### src/bbpa_pkg.sv
// ----------------------------------------------------------------------------
// bbpa_pkg
// Shared types, constants and helper functions for the bitmap block pool
// allocator: sizes, command and status codes, configuration struct.
// ----------------------------------------------------------------------------
package bbpa_pkg;

    // Pool geometry
    localparam int MAX_BLOCKS      = 16;
    localparam int MAX_BLOCK_BYTES = 64;
    localparam int POOL_SPAN_BYTES = 1024;

    // Fixed field widths
    localparam int CFG_BYTES_W  = 7;
    localparam int CFG_COUNT_W  = 5;
    localparam int CFG_INDEX_W  = 2;
    localparam int CFG_DATA_W   = 7;
    localparam int OFFSET_IN_W  = 12;
    localparam int STATUS_W     = 3;
    localparam int OFFSET_OUT_W = 10;
    localparam int FREE_CNT_W   = 5;
    localparam int TOTAL_W      = 32;

    // Derived internal widths
    localparam int IDX_W   = (MAX_BLOCKS > 1) ? $clog2(MAX_BLOCKS) : 1;
    localparam int CNT_W   = $clog2(MAX_BLOCKS + 1);
    localparam int BYTES_W = $clog2(MAX_BLOCK_BYTES + 1);
    localparam int DIV_W   = OFFSET_IN_W - 1;
    localparam int DCNT_W  = $clog2(DIV_W + 1);
    localparam int PROD_W  = IDX_W + BYTES_W;

    // Command queue depth
    localparam int QUEUE_DEPTH = 2;
    localparam int QPTR_W      = (QUEUE_DEPTH > 1) ? $clog2(QUEUE_DEPTH) : 1;
    localparam int QCNT_W      = $clog2(QUEUE_DEPTH + 1);

    // Register reset values
    localparam logic [CFG_BYTES_W-1:0] RESET_BLOCK_BYTES   = CFG_BYTES_W'(64);
    localparam logic [CFG_COUNT_W-1:0] RESET_BLOCKS_IN_USE = CFG_COUNT_W'(16);

    typedef enum logic [CFG_INDEX_W-1:0] {
        CFG_BLOCK_BYTES   = 2'd0,
        CFG_BLOCKS_IN_USE = 2'd1
    } cfg_index_t;

    typedef enum logic {
        OP_ALLOC = 1'b0,
        OP_FREE  = 1'b1
    } op_t;

    typedef enum logic [STATUS_W-1:0] {
        ST_ALLOC_OK    = 3'd0,
        ST_POOL_FULL   = 3'd1,
        ST_FREE_OK     = 3'd2,
        ST_BAD_ADDR    = 3'd3,
        ST_INDEX_RANGE = 3'd4,
        ST_DOUBLE_FREE = 3'd5
    } status_t;

    typedef enum logic [1:0] {
        CMD_ALLOC,
        CMD_FREE,
        CMD_BAD_ADDR,
        CMD_INDEX_RANGE
    } cmd_kind_t;

    typedef struct packed {
        cmd_kind_t          kind;
        logic [IDX_W-1:0]   idx;
    } cmd_t;

    typedef struct packed {
        logic [BYTES_W-1:0] bytes;
        logic [CNT_W-1:0]   count;
    } pool_cfg_t;

    typedef enum logic [1:0] {
        FE_IDLE,
        FE_DIV,
        FE_PUSH
    } fe_state_t;

    // Effective block size: zero acts as one, large values saturate
    function automatic logic [BYTES_W-1:0] eff_bytes(input logic [CFG_BYTES_W-1:0] raw);
        logic [BYTES_W-1:0] res;
        if (raw == '0)
            res = BYTES_W'(1);
        else if (32'(raw) > 32'(MAX_BLOCK_BYTES))
            res = BYTES_W'(MAX_BLOCK_BYTES);
        else
            res = BYTES_W'(raw);
        return res;
    endfunction

    // Effective block count: zero acts as one, large values saturate
    function automatic logic [CNT_W-1:0] eff_count(input logic [CFG_COUNT_W-1:0] raw);
        logic [CNT_W-1:0] res;
        if (raw == '0)
            res = CNT_W'(1);
        else if (32'(raw) > 32'(MAX_BLOCKS))
            res = CNT_W'(MAX_BLOCKS);
        else
            res = CNT_W'(raw);
        return res;
    endfunction

endpackage

### src/bbpa_req_if.sv
// ----------------------------------------------------------------------------
// bbpa_req_if
// Request channel: operation code and signed byte offset for a free.
// ----------------------------------------------------------------------------
interface bbpa_req_if
    import bbpa_pkg::*;
();
    logic                          valid;
    logic                          ready;
    logic                          operation;
    logic signed [OFFSET_IN_W-1:0] free_offset;

    modport source (output valid, output operation, output free_offset, input ready);
    modport sink   (input valid, input operation, input free_offset, output ready);
endinterface

### src/bbpa_rsp_if.sv
// ----------------------------------------------------------------------------
// bbpa_rsp_if
// Response channel: status, allocated offset, free count and totals.
// ----------------------------------------------------------------------------
interface bbpa_rsp_if
    import bbpa_pkg::*;
();
    logic                    valid;
    logic                    ready;
    logic [STATUS_W-1:0]     status;
    logic [OFFSET_OUT_W-1:0] block_offset;
    logic [FREE_CNT_W-1:0]   free_count_out;
    logic [TOTAL_W-1:0]      alloc_total;
    logic [TOTAL_W-1:0]      free_total;
    logic [TOTAL_W-1:0]      fail_total;

    modport source (output valid, output status, output block_offset,
                    output free_count_out, output alloc_total, output free_total,
                    output fail_total, input ready);
    modport sink   (input valid, input status, input block_offset,
                    input free_count_out, input alloc_total, input free_total,
                    input fail_total, output ready);
endinterface

### src/bbpa_cfg_if.sv
// ----------------------------------------------------------------------------
// bbpa_cfg_if
// Configuration write channel: register index and write data.
// ----------------------------------------------------------------------------
interface bbpa_cfg_if
    import bbpa_pkg::*;
();
    logic                   valid;
    logic                   ready;
    logic [CFG_INDEX_W-1:0] index;
    logic [CFG_DATA_W-1:0]  data;

    modport source (output valid, output index, output data, input ready);
    modport sink   (input valid, input index, input data, output ready);
endinterface

### src/bitmap_block_pool_allocator_core.sv
// ----------------------------------------------------------------------------
// bitmap_block_pool_allocator_core
// Fixed-size block pool allocator with one used bit per block.
// ----------------------------------------------------------------------------
// Usage:
//   req carries one transaction per request: operation 0 allocates the
//   lowest free block, operation 1 frees the block at free_offset.
//   rsp returns exactly one transaction per request, in order, with status,
//   allocated offset, free count and the three wrapping event totals.
//   cfg writes block_bytes (index 0) or blocks_in_use (index 1); any write
//   to either clears the pool and the totals. cfg is always ready; write it
//   only while no request is in flight.
// Timing:
//   An allocate or a rejected offset is queued without division; a free in
//   range first runs through the bit-serial divider, one quotient bit per
//   cycle over 11 offset bits. The front handles one request at a time and
//   takes no new request until the last command has been queued.
//   A two-entry command queue and the result register let the front keep
//   accepting while rsp is stalled, until the queue fills.
// Reset: block size 64, 16 blocks, all blocks free, totals zero.
// ----------------------------------------------------------------------------
module bitmap_block_pool_allocator_core
    import bbpa_pkg::*;
(
    input  logic        clk,
    input  logic        rst_n,
    bbpa_cfg_if.sink    cfg,
    bbpa_req_if.sink    req,
    bbpa_rsp_if.source  rsp
);

    pool_cfg_t pool_cfg_reg, pool_cfg_next;
    logic      init_reg, init_next;
    logic      q_push;
    logic      q_full;
    logic      q_pop;
    logic      q_empty;
    cmd_t      push_cmd;
    cmd_t      head_cmd;

    assign cfg.ready = 1'b1;

    // Decode configuration writes
    always_comb
    begin
        pool_cfg_next = pool_cfg_reg;
        init_next     = 1'b0;
        if (cfg.valid)
        begin
            unique case (cfg.index)
                CFG_BLOCK_BYTES:
                begin
                    pool_cfg_next.bytes = eff_bytes(CFG_BYTES_W'(cfg.data));
                    init_next           = 1'b1;
                end
                CFG_BLOCKS_IN_USE:
                begin
                    pool_cfg_next.count = eff_count(CFG_COUNT_W'(cfg.data));
                    init_next           = 1'b1;
                end
                default:
                begin
                    init_next = 1'b0;
                end
            endcase
        end
    end

    always_ff @(posedge clk or negedge rst_n)
    begin
        if (!rst_n)
        begin
            pool_cfg_reg.bytes <= eff_bytes(RESET_BLOCK_BYTES);
            pool_cfg_reg.count <= eff_count(RESET_BLOCKS_IN_USE);
            init_reg           <= 1'b0;
        end
        else
        begin
            pool_cfg_reg <= pool_cfg_next;
            init_reg     <= init_next;
        end
    end

    bbpa_front u_front (
        .clk      (clk),
        .rst_n    (rst_n),
        .req      (req),
        .pool_cfg (pool_cfg_reg),
        .q_full   (q_full),
        .q_push   (q_push),
        .q_cmd    (push_cmd)
    );

    bbpa_cmd_queue u_queue (
        .clk      (clk),
        .rst_n    (rst_n),
        .push     (q_push),
        .push_cmd (push_cmd),
        .full     (q_full),
        .pop      (q_pop),
        .head_cmd (head_cmd),
        .empty    (q_empty)
    );

    bbpa_back u_back (
        .clk       (clk),
        .rst_n     (rst_n),
        .pool_cfg  (pool_cfg_reg),
        .pool_init (init_reg),
        .head_cmd  (head_cmd),
        .q_empty   (q_empty),
        .q_pop     (q_pop),
        .rsp       (rsp)
    );

endmodule

### src/bbpa_front.sv
// ----------------------------------------------------------------------------
// bbpa_front
// Accepts requests, range-checks free offsets and turns them into a block
// index with a bit-serial restoring divider, then queues a command.
// ----------------------------------------------------------------------------
module bbpa_front
    import bbpa_pkg::*;
(
    input  logic       clk,
    input  logic       rst_n,
    bbpa_req_if.sink   req,
    input  pool_cfg_t  pool_cfg,
    input  logic       q_full,
    output logic       q_push,
    output cmd_t       q_cmd
);

    fe_state_t           state_reg, state_next;
    cmd_t                cmd_reg, cmd_next;
    logic [DIV_W-1:0]    quo_reg, quo_next;
    logic [BYTES_W-1:0]  rem_reg, rem_next;
    logic [DCNT_W-1:0]   cnt_reg, cnt_next;

    logic [BYTES_W:0]    rem_shift;
    logic                qbit;
    logic                bad_addr;

    // Hold state
    always_ff @(posedge clk or negedge rst_n)
    begin
        if (!rst_n)
        begin
            state_reg <= FE_IDLE;
        end
        else
        begin
            state_reg <= state_next;
        end
    end

    // Payload registers need no reset
    always_ff @(posedge clk)
    begin
        cmd_reg <= cmd_next;
        quo_reg <= quo_next;
        rem_reg <= rem_next;
        cnt_reg <= cnt_next;
    end

    // Offset outside the pool span
    assign bad_addr = req.free_offset[OFFSET_IN_W-1] ||
                      (32'(req.free_offset[DIV_W-1:0]) >= 32'(POOL_SPAN_BYTES));

    // One quotient bit per step
    assign rem_shift = {rem_reg, quo_reg[DIV_W-1]};
    assign qbit      = (rem_shift >= {1'b0, pool_cfg.bytes});

    // Next state and outputs
    always_comb
    begin
        state_next = state_reg;
        cmd_next   = cmd_reg;
        quo_next   = quo_reg;
        rem_next   = rem_reg;
        cnt_next   = cnt_reg;
        req.ready  = 1'b0;
        q_push     = 1'b0;
        q_cmd      = cmd_reg;

        unique case (state_reg)
            FE_IDLE:
            begin
                req.ready = 1'b1;
                if (req.valid)
                begin
                    if (req.operation == OP_ALLOC)
                    begin
                        cmd_next.kind = CMD_ALLOC;
                        cmd_next.idx  = '0;
                        state_next    = FE_PUSH;
                    end
                    else if (bad_addr)
                    begin
                        cmd_next.kind = CMD_BAD_ADDR;
                        cmd_next.idx  = '0;
                        state_next    = FE_PUSH;
                    end
                    else
                    begin
                        quo_next   = req.free_offset[DIV_W-1:0];
                        rem_next   = '0;
                        cnt_next   = DCNT_W'(DIV_W);
                        state_next = FE_DIV;
                    end
                end
            end

            FE_DIV:
            begin
                if (qbit)
                    rem_next = BYTES_W'(rem_shift - {1'b0, pool_cfg.bytes});
                else
                    rem_next = BYTES_W'(rem_shift);
                quo_next = {quo_reg[DIV_W-2:0], qbit};
                cnt_next = cnt_reg - DCNT_W'(1);
                // Classify the finished index
                if (cnt_reg == DCNT_W'(1))
                begin
                    if (32'(quo_next) >= 32'(pool_cfg.count))
                        cmd_next.kind = CMD_INDEX_RANGE;
                    else
                        cmd_next.kind = CMD_FREE;
                    cmd_next.idx = IDX_W'(quo_next);
                    state_next   = FE_PUSH;
                end
            end

            FE_PUSH:
            begin
                q_push = 1'b1;
                if (!q_full)
                    state_next = FE_IDLE;
            end

            default:
            begin
                state_next = FE_IDLE;
            end
        endcase
    end

endmodule

### src/bbpa_cmd_queue.sv
// ----------------------------------------------------------------------------
// bbpa_cmd_queue
// Short register FIFO of classified commands between front and back.
// ----------------------------------------------------------------------------
module bbpa_cmd_queue
    import bbpa_pkg::*;
(
    input  logic clk,
    input  logic rst_n,
    input  logic push,
    input  cmd_t push_cmd,
    output logic full,
    input  logic pop,
    output cmd_t head_cmd,
    output logic empty
);

    cmd_t              slot_reg [QUEUE_DEPTH];
    logic [QPTR_W-1:0] wr_ptr_reg, wr_ptr_next;
    logic [QPTR_W-1:0] rd_ptr_reg, rd_ptr_next;
    logic [QCNT_W-1:0] cnt_reg, cnt_next;
    logic              do_push;
    logic              do_pop;

    assign full     = (cnt_reg == QCNT_W'(QUEUE_DEPTH));
    assign empty    = (cnt_reg == '0);
    assign do_push  = push && !full;
    assign do_pop   = pop && !empty;
    assign head_cmd = slot_reg[rd_ptr_reg];

    // Advance pointers and fill level
    always_comb
    begin
        wr_ptr_next = wr_ptr_reg;
        rd_ptr_next = rd_ptr_reg;
        cnt_next    = cnt_reg;
        if (do_push)
        begin
            if (32'(wr_ptr_reg) == 32'(QUEUE_DEPTH - 1))
                wr_ptr_next = '0;
            else
                wr_ptr_next = wr_ptr_reg + QPTR_W'(1);
        end
        if (do_pop)
        begin
            if (32'(rd_ptr_reg) == 32'(QUEUE_DEPTH - 1))
                rd_ptr_next = '0;
            else
                rd_ptr_next = rd_ptr_reg + QPTR_W'(1);
        end
        if (do_push && !do_pop)
            cnt_next = cnt_reg + QCNT_W'(1);
        else if (do_pop && !do_push)
            cnt_next = cnt_reg - QCNT_W'(1);
    end

    always_ff @(posedge clk or negedge rst_n)
    begin
        if (!rst_n)
        begin
            wr_ptr_reg <= '0;
            rd_ptr_reg <= '0;
            cnt_reg    <= '0;
        end
        else
        begin
            wr_ptr_reg <= wr_ptr_next;
            rd_ptr_reg <= rd_ptr_next;
            cnt_reg    <= cnt_next;
        end
    end

    // Store the pushed command
    always_ff @(posedge clk)
    begin
        if (do_push)
            slot_reg[wr_ptr_reg] <= push_cmd;
    end

endmodule

### src/bbpa_back.sv
// ----------------------------------------------------------------------------
// bbpa_back
// Executes queued commands against the used map, keeps the free count and
// event counters, and holds the result in an output register.
// ----------------------------------------------------------------------------
module bbpa_back
    import bbpa_pkg::*;
(
    input  logic        clk,
    input  logic        rst_n,
    input  pool_cfg_t   pool_cfg,
    input  logic        pool_init,
    input  cmd_t        head_cmd,
    input  logic        q_empty,
    output logic        q_pop,
    bbpa_rsp_if.source  rsp
);

    logic [MAX_BLOCKS-1:0]   used_reg, used_next;
    logic [CNT_W-1:0]        free_blocks_reg, free_blocks_next;
    logic [TOTAL_W-1:0]      alloc_cnt_reg, alloc_cnt_next;
    logic [TOTAL_W-1:0]      free_cnt_reg, free_cnt_next;
    logic [TOTAL_W-1:0]      fail_cnt_reg, fail_cnt_next;
    logic                    out_valid_reg, out_valid_next;
    status_t                 status_reg, status_next;
    logic [OFFSET_OUT_W-1:0] offset_reg, offset_next;

    logic                    found;
    logic [IDX_W-1:0]        hit_idx;
    logic [PROD_W-1:0]       prod;

    assign q_pop = !q_empty && (!out_valid_reg || rsp.ready);

    // Lowest free block below the configured count
    always_comb
    begin
        found   = 1'b0;
        hit_idx = '0;
        for (int i = 0; i < MAX_BLOCKS; i++)
        begin
            if (!found && (32'(i) < 32'(pool_cfg.count)) && !used_reg[i])
            begin
                found   = 1'b1;
                hit_idx = IDX_W'(i);
            end
        end
    end

    assign prod = PROD_W'(hit_idx) * PROD_W'(pool_cfg.bytes);

    // Execute one command
    always_comb
    begin
        used_next        = used_reg;
        free_blocks_next = free_blocks_reg;
        alloc_cnt_next   = alloc_cnt_reg;
        free_cnt_next    = free_cnt_reg;
        fail_cnt_next    = fail_cnt_reg;
        status_next      = status_reg;
        offset_next      = offset_reg;
        out_valid_next   = out_valid_reg && !rsp.ready;

        if (pool_init)
        begin
            used_next        = '0;
            free_blocks_next = pool_cfg.count;
            alloc_cnt_next   = '0;
            free_cnt_next    = '0;
            fail_cnt_next    = '0;
        end
        else if (q_pop)
        begin
            out_valid_next = 1'b1;
            offset_next    = '0;
            case (head_cmd.kind)
                CMD_ALLOC:
                begin
                    if (found)
                    begin
                        used_next[hit_idx] = 1'b1;
                        free_blocks_next   = free_blocks_reg - CNT_W'(1);
                        alloc_cnt_next     = alloc_cnt_reg + TOTAL_W'(1);
                        offset_next        = OFFSET_OUT_W'(prod);
                        status_next        = ST_ALLOC_OK;
                    end
                    else
                    begin
                        fail_cnt_next = fail_cnt_reg + TOTAL_W'(1);
                        status_next   = ST_POOL_FULL;
                    end
                end
                CMD_FREE:
                begin
                    if (used_reg[head_cmd.idx])
                    begin
                        used_next[head_cmd.idx] = 1'b0;
                        free_blocks_next        = free_blocks_reg + CNT_W'(1);
                        free_cnt_next           = free_cnt_reg + TOTAL_W'(1);
                        status_next             = ST_FREE_OK;
                    end
                    else
                    begin
                        status_next = ST_DOUBLE_FREE;
                    end
                end
                CMD_BAD_ADDR:
                begin
                    status_next = ST_BAD_ADDR;
                end
                default:
                begin
                    status_next = ST_INDEX_RANGE;
                end
            endcase
        end
    end

    always_ff @(posedge clk or negedge rst_n)
    begin
        if (!rst_n)
        begin
            used_reg        <= '0;
            free_blocks_reg <= eff_count(RESET_BLOCKS_IN_USE);
            alloc_cnt_reg   <= '0;
            free_cnt_reg    <= '0;
            fail_cnt_reg    <= '0;
            out_valid_reg   <= 1'b0;
        end
        else
        begin
            used_reg        <= used_next;
            free_blocks_reg <= free_blocks_next;
            alloc_cnt_reg   <= alloc_cnt_next;
            free_cnt_reg    <= free_cnt_next;
            fail_cnt_reg    <= fail_cnt_next;
            out_valid_reg   <= out_valid_next;
        end
    end

    // Result payload
    always_ff @(posedge clk)
    begin
        status_reg <= status_next;
        offset_reg <= offset_next;
    end

    // Drive the response; state only moves when a new result is loaded or the pool is reinitialized
    assign rsp.valid          = out_valid_reg;
    assign rsp.status         = status_reg;
    assign rsp.block_offset   = offset_reg;
    assign rsp.free_count_out = FREE_CNT_W'(free_blocks_reg);
    assign rsp.alloc_total    = alloc_cnt_reg;
    assign rsp.free_total     = free_cnt_reg;
    assign rsp.fail_total     = fail_cnt_reg;

endmodule

### src/flat_wrapper.sv
// flat-port wrapper written by rule: the top's interface ports become plain ports
module bitmap_block_pool_allocator_core_flat import bbpa_pkg::*;
  (clk, rst_n, cfg_valid, cfg_index, cfg_data, cfg_ready, req_valid, req_operation, req_free_offset, req_ready, rsp_valid, rsp_status, rsp_block_offset, rsp_free_count_out, rsp_alloc_total, rsp_free_total, rsp_fail_total, rsp_ready);
  bbpa_cfg_if cfg_i ();
  bbpa_req_if req_i ();
  bbpa_rsp_if rsp_i ();
  input  logic clk;
  input  logic rst_n;
  input wire logic [$bits(cfg_i.valid)-1:0] cfg_valid;
  input wire logic [$bits(cfg_i.index)-1:0] cfg_index;
  input wire logic [$bits(cfg_i.data)-1:0] cfg_data;
  output wire logic [$bits(cfg_i.ready)-1:0] cfg_ready;
  input wire logic [$bits(req_i.valid)-1:0] req_valid;
  input wire logic [$bits(req_i.operation)-1:0] req_operation;
  input wire logic [$bits(req_i.free_offset)-1:0] req_free_offset;
  output wire logic [$bits(req_i.ready)-1:0] req_ready;
  output wire logic [$bits(rsp_i.valid)-1:0] rsp_valid;
  output wire logic [$bits(rsp_i.status)-1:0] rsp_status;
  output wire logic [$bits(rsp_i.block_offset)-1:0] rsp_block_offset;
  output wire logic [$bits(rsp_i.free_count_out)-1:0] rsp_free_count_out;
  output wire logic [$bits(rsp_i.alloc_total)-1:0] rsp_alloc_total;
  output wire logic [$bits(rsp_i.free_total)-1:0] rsp_free_total;
  output wire logic [$bits(rsp_i.fail_total)-1:0] rsp_fail_total;
  input wire logic [$bits(rsp_i.ready)-1:0] rsp_ready;
  assign cfg_i.valid = cfg_valid;
  assign cfg_i.index = cfg_index;
  assign cfg_i.data = cfg_data;
  assign cfg_ready = cfg_i.ready;
  assign req_i.valid = req_valid;
  assign req_i.operation = req_operation;
  assign req_i.free_offset = req_free_offset;
  assign req_ready = req_i.ready;
  assign rsp_valid = rsp_i.valid;
  assign rsp_status = rsp_i.status;
  assign rsp_block_offset = rsp_i.block_offset;
  assign rsp_free_count_out = rsp_i.free_count_out;
  assign rsp_alloc_total = rsp_i.alloc_total;
  assign rsp_free_total = rsp_i.free_total;
  assign rsp_fail_total = rsp_i.fail_total;
  assign rsp_i.ready = rsp_ready;
  bitmap_block_pool_allocator_core u_core (.clk(clk), .rst_n(rst_n), .cfg(cfg_i), .req(req_i), .rsp(rsp_i));
endmodule
### config.mk
export PLATFORM = sky130hd
export DESIGN_NAME = bitmap_block_pool_allocator_core_flat
export DESIGN_NICKNAME = d
export VERILOG_FILES = /design/src/bbpa_pkg.sv /design/src/bbpa_req_if.sv /design/src/bbpa_rsp_if.sv /design/src/bbpa_cfg_if.sv /design/src/bitmap_block_pool_allocator_core.sv /design/src/bbpa_front.sv /design/src/bbpa_cmd_queue.sv /design/src/bbpa_back.sv /design/src/flat_wrapper.sv
export SDC_FILE = /design/constraint.sdc
export NUM_CORES = 1
export LEC_CHECK = 0
export CAP_MARGIN = 10
export CORE_AREA = 2 2 144 146
export DETAILED_ROUTE_END_ITERATION = 7
export DIE_AREA = 0 0 146 148
export DONT_BUFFER_PORTS = 1
export PLACE_DENSITY_LB_ADDON = 0.1
export SLEW_MARGIN = 0
export SYNTH_ARGS = -nofsm -noshare
export SYNTH_HDL_FRONTEND = slang
export SYNTH_HIERARCHICAL = 1
export SYNTH_SLANG_ARGS = --single-unit
### constraint.sdc
create_clock -name clk -period 10.8 [get_ports clk]
set_clock_uncertainty 0.2 [all_clocks]
set_input_delay 2.16 -clock clk [delete_from_list [all_inputs] [get_ports clk]]
set_output_delay 2.16 -clock clk [all_outputs]
set_load 0.01 [all_outputs]
==> summary.md <==
| Metric | Value |
|---|---|
| First-pass iteration count of the detailed router | 6 |
| CP arrival | around 5100 ps |
| Core area | about 0.02 mm² |
| Clk buf depth | 2 |
| Starting DRT DRC Count | 460 |
| Nets | between 1000 and 1500 |
| Die height | between 100 and 150 µm |
| Max Fclk | a little under 200 MHz |
| Unrepaired setup endpoints after global routing | no |
| Worst setup path class | flop to flop |
| Final WS setup | between 5000 and 6000 ps |
| Drt drc | 0 |
| CP dominant cell by count | nor2_1 |
| Detail Route Antenna Nets | 0 |
| Cell Chain, Critical Path | or3_4, o22ai_4, o311ai_4, nor2_1, nand2_1, nand2_1, nand2_1, fa_1, inv_1, fa_1, fa_1, a21o_1, a21o_1, a21oi_1, nor2_1, nor2_1, xor2_1, nor2_1 |
| Synthesized flop and latch total | 190 |
| Post-CTS sizing | 0 |
| CP required | around 11000 ps |
| Maximum VDD drop | 0.0001132 V |
| Post-synth EDFFs | 53 |
| Hold Crit Class | flop to flop |
| # port buffers | 0 |
| Fill cell count | 1798 |
| Largest cells by area after synthesis | dfrtp_1 30%, edfxtp_1 14%, nor2_1 4.6% |
| Detail Placement HPWL | between 15000 and 20000 µm |
| Worst skew pair latency | between 400 and 500 ps |
| Largest stage delay, worst path | approximately 560 ps |
| Largest net degree at the start of global routing | between 100 and 150 |
| Area delta synth->final | 6.366% |
| Slew Limit Fails | 0 |
| First-pass GRT wire length | roughly 40000 µm |
| Final Cycle Share | approximately 47% |
| Initial antenna violation count | 0 |
| Vias per std cell | approximately 5.9 |
| Power Density | 179.2 mW/mm² |
| Status | finished, final reports clean |
| Row cnt | 52 |
| Top delay family on crit path | adder cells |
| Wire per inst | approximately 17 µm |
| Post-synth ARST share | between 70% and 80% |
| Die W | around 150 µm |
| Synth warn | 6 |
| Clock-pin transition on the worst setup and hold timing paths | about 70 ps |
| Sequential area share after synthesis | 45.16% |
| P_leak | just under 5 nW |
| Synth cell types | between 80 and 90 |
| Syn Area/Cell | 9.740 µm² |
| Postcts setup bufs | 0 |
| CP endpoint kind | flop |
| Most frequent cells in the layout | 137 x nor2_1, 133 x dfrtp_1, 106 x nand2_1 |
| CP Max Fanout | 13 |
| Fraction of layout cells with a size suffix above 1 | under 10% |
| Power, Total | about 2.1 mW |
| Root Driver | clkbuf_16 |
| Relative slew slack | between 20 and 25% |
| # diodes | 0 |
| Grt total ovfl | 0 |
| Commonest non-fill, non-tap cell in the layout | nor2_1 |
| Actual slew at the worst max-slew pin | 1189 ps |
| Area of the die | around 0.022 mm² |
| Crit-path slowest cell | fa_1 |
| Crit path launch type | flop |
| Number of global-route vias before repair | approximately 7700 |
| Max Cap Viol | 0 |
| H-tree levels | 4 |
| TritonCTS Buffers | 17 |
| Via Count | between 8000 and 9000 |
| Tmin final | slightly above 5000 ps |
| Final Hold Fails | 0 |
| Initial Utilization | between 50 and 60% |
| Area of the mapped netlist | about 0.011 mm² |
| TritonCTS clock tree | yes |
| Most common flop cell mapped by yosys | dfrtp_1 |
| Setup TNS | 0 ps |
| Placement Setup Slack | approximately 5700 ps |
| Cts hold-fix bufs | 0 |
| Num ports | between 100 and 150 |
| Clock Sinks | 190 |
| GRT Total Usage | about 23% |
| RD Place Congestion | a little over 0.9 |
| Post-Route WL | approximately 24000 µm |
| Syn Inst Count | approximately 1100 |
| Synth Net Count | between 1000 and 1500 |
| Area fraction of the dominant cell type after synthesis | between 30% and 40% |
| Final setup violation count | 0 |
| WP buf/inv | 1 |
| Largest area contributor in the netlist | dfrtp_1 |
-- Yosys cell counts (14+ instances only) --
master and n:
nand2b_1 23, ha_1 34, nand4_1 27, nand3_1 42, nor2b_1 28, a21o_1 14
and3_1 20, inv_1 45, a21oi_1 46, edfxtp_1 53, and2_1 16, xnor2_1 47
nand2_1 106, o21ai_0 54, dfrtp_1 134, or3_1 16, nor3_1 28, clkbuf_1 29
nor2_1 137, xor2_1 45
-- power by group --
part	total (mW)	internal, mW	switching [mW]
registers	0.956	0.851	0.106
clock network	0.608	0.312	0.296
logic	0.556	0.216	0.340
total	2.12	1.38	0.741
-- cells by family after synthesis --
logic type / share of synthesized area (%)
AO/OA/AOI/OAI: 11.84
flip-flops: 45.16
buffers and inverters: 3.712
AND/OR/NAND/NOR: 22.90
XOR/XNOR: 7.390
adder cells (fa/ha/maj): 5.984
multiplexers: 2.970
other: 0.03371
-- final cells by class --
class / instances / area (µm²) / share of cell area [%]
Inverter: 46 / 172.7 / 1.459
Sequential cell: 190 / 5027 / 42.49
Clock buffer: 19 / 442.9 / 3.744
Multi-Input combinational cell: 859 / 5692 / 48.11
Clock inverter: 13 / 121.4 / 1.026
Tap cell: 270 / 337.8 / 2.855
Timing Repair Buffer: 5 / 37.54 / 0.3173
-- worst paths after layout --
kind                                         startpoint                           endpoint  slack [ps]  cells past startpoint
worst max-delay path             u_core/pool_cfg_reg[2]  u_core/u_back/rsp.block_offset[8]        5690                     18
max in group asynchronous                         rst_n             u_core/pool_cfg_reg[4]        8920                      0
worst min-delay path            u_core/u_front/q_cmd[2]      u_core/u_queue/slot_reg[0][2]         250                      0
min in group asynchronous                         rst_n   u_core/u_back/rsp.free_total[24]        1220                      0
worst min register to register  u_core/u_front/q_cmd[2]      u_core/u_queue/slot_reg[0][2]         250                      0
worst max register to register   u_core/pool_cfg_reg[2]  u_core/u_back/rsp.block_offset[8]        5690                     18
-- per-layer routing --
layer	vias up	wire (µm)	GRT usage (%)
met4	0	534	7.427
met5	-	0	0
met1	3968	10910	31.08
li1	3995	-	-
met3	39	1608	5.463
met2	244	11390	36.30
-- metrics by stage --
step / utilization, % / hold WS, ps / cells / area [µm²]
floorplan: - / 221.5 / 1142 / 11120
global placement: 56.23 / 225.9 / 1370 / 11270
detailed placement: 56.23 / 232.9 / 1370 / 11270
CTS: 59.04 / 250.8 / 1402 / 11830
global route: 59.04 / 259.4 / 1402 / 11830
finish: 59.04 / 252.3 / 1402 / 11830
Power figures use the tool's default switching activity.
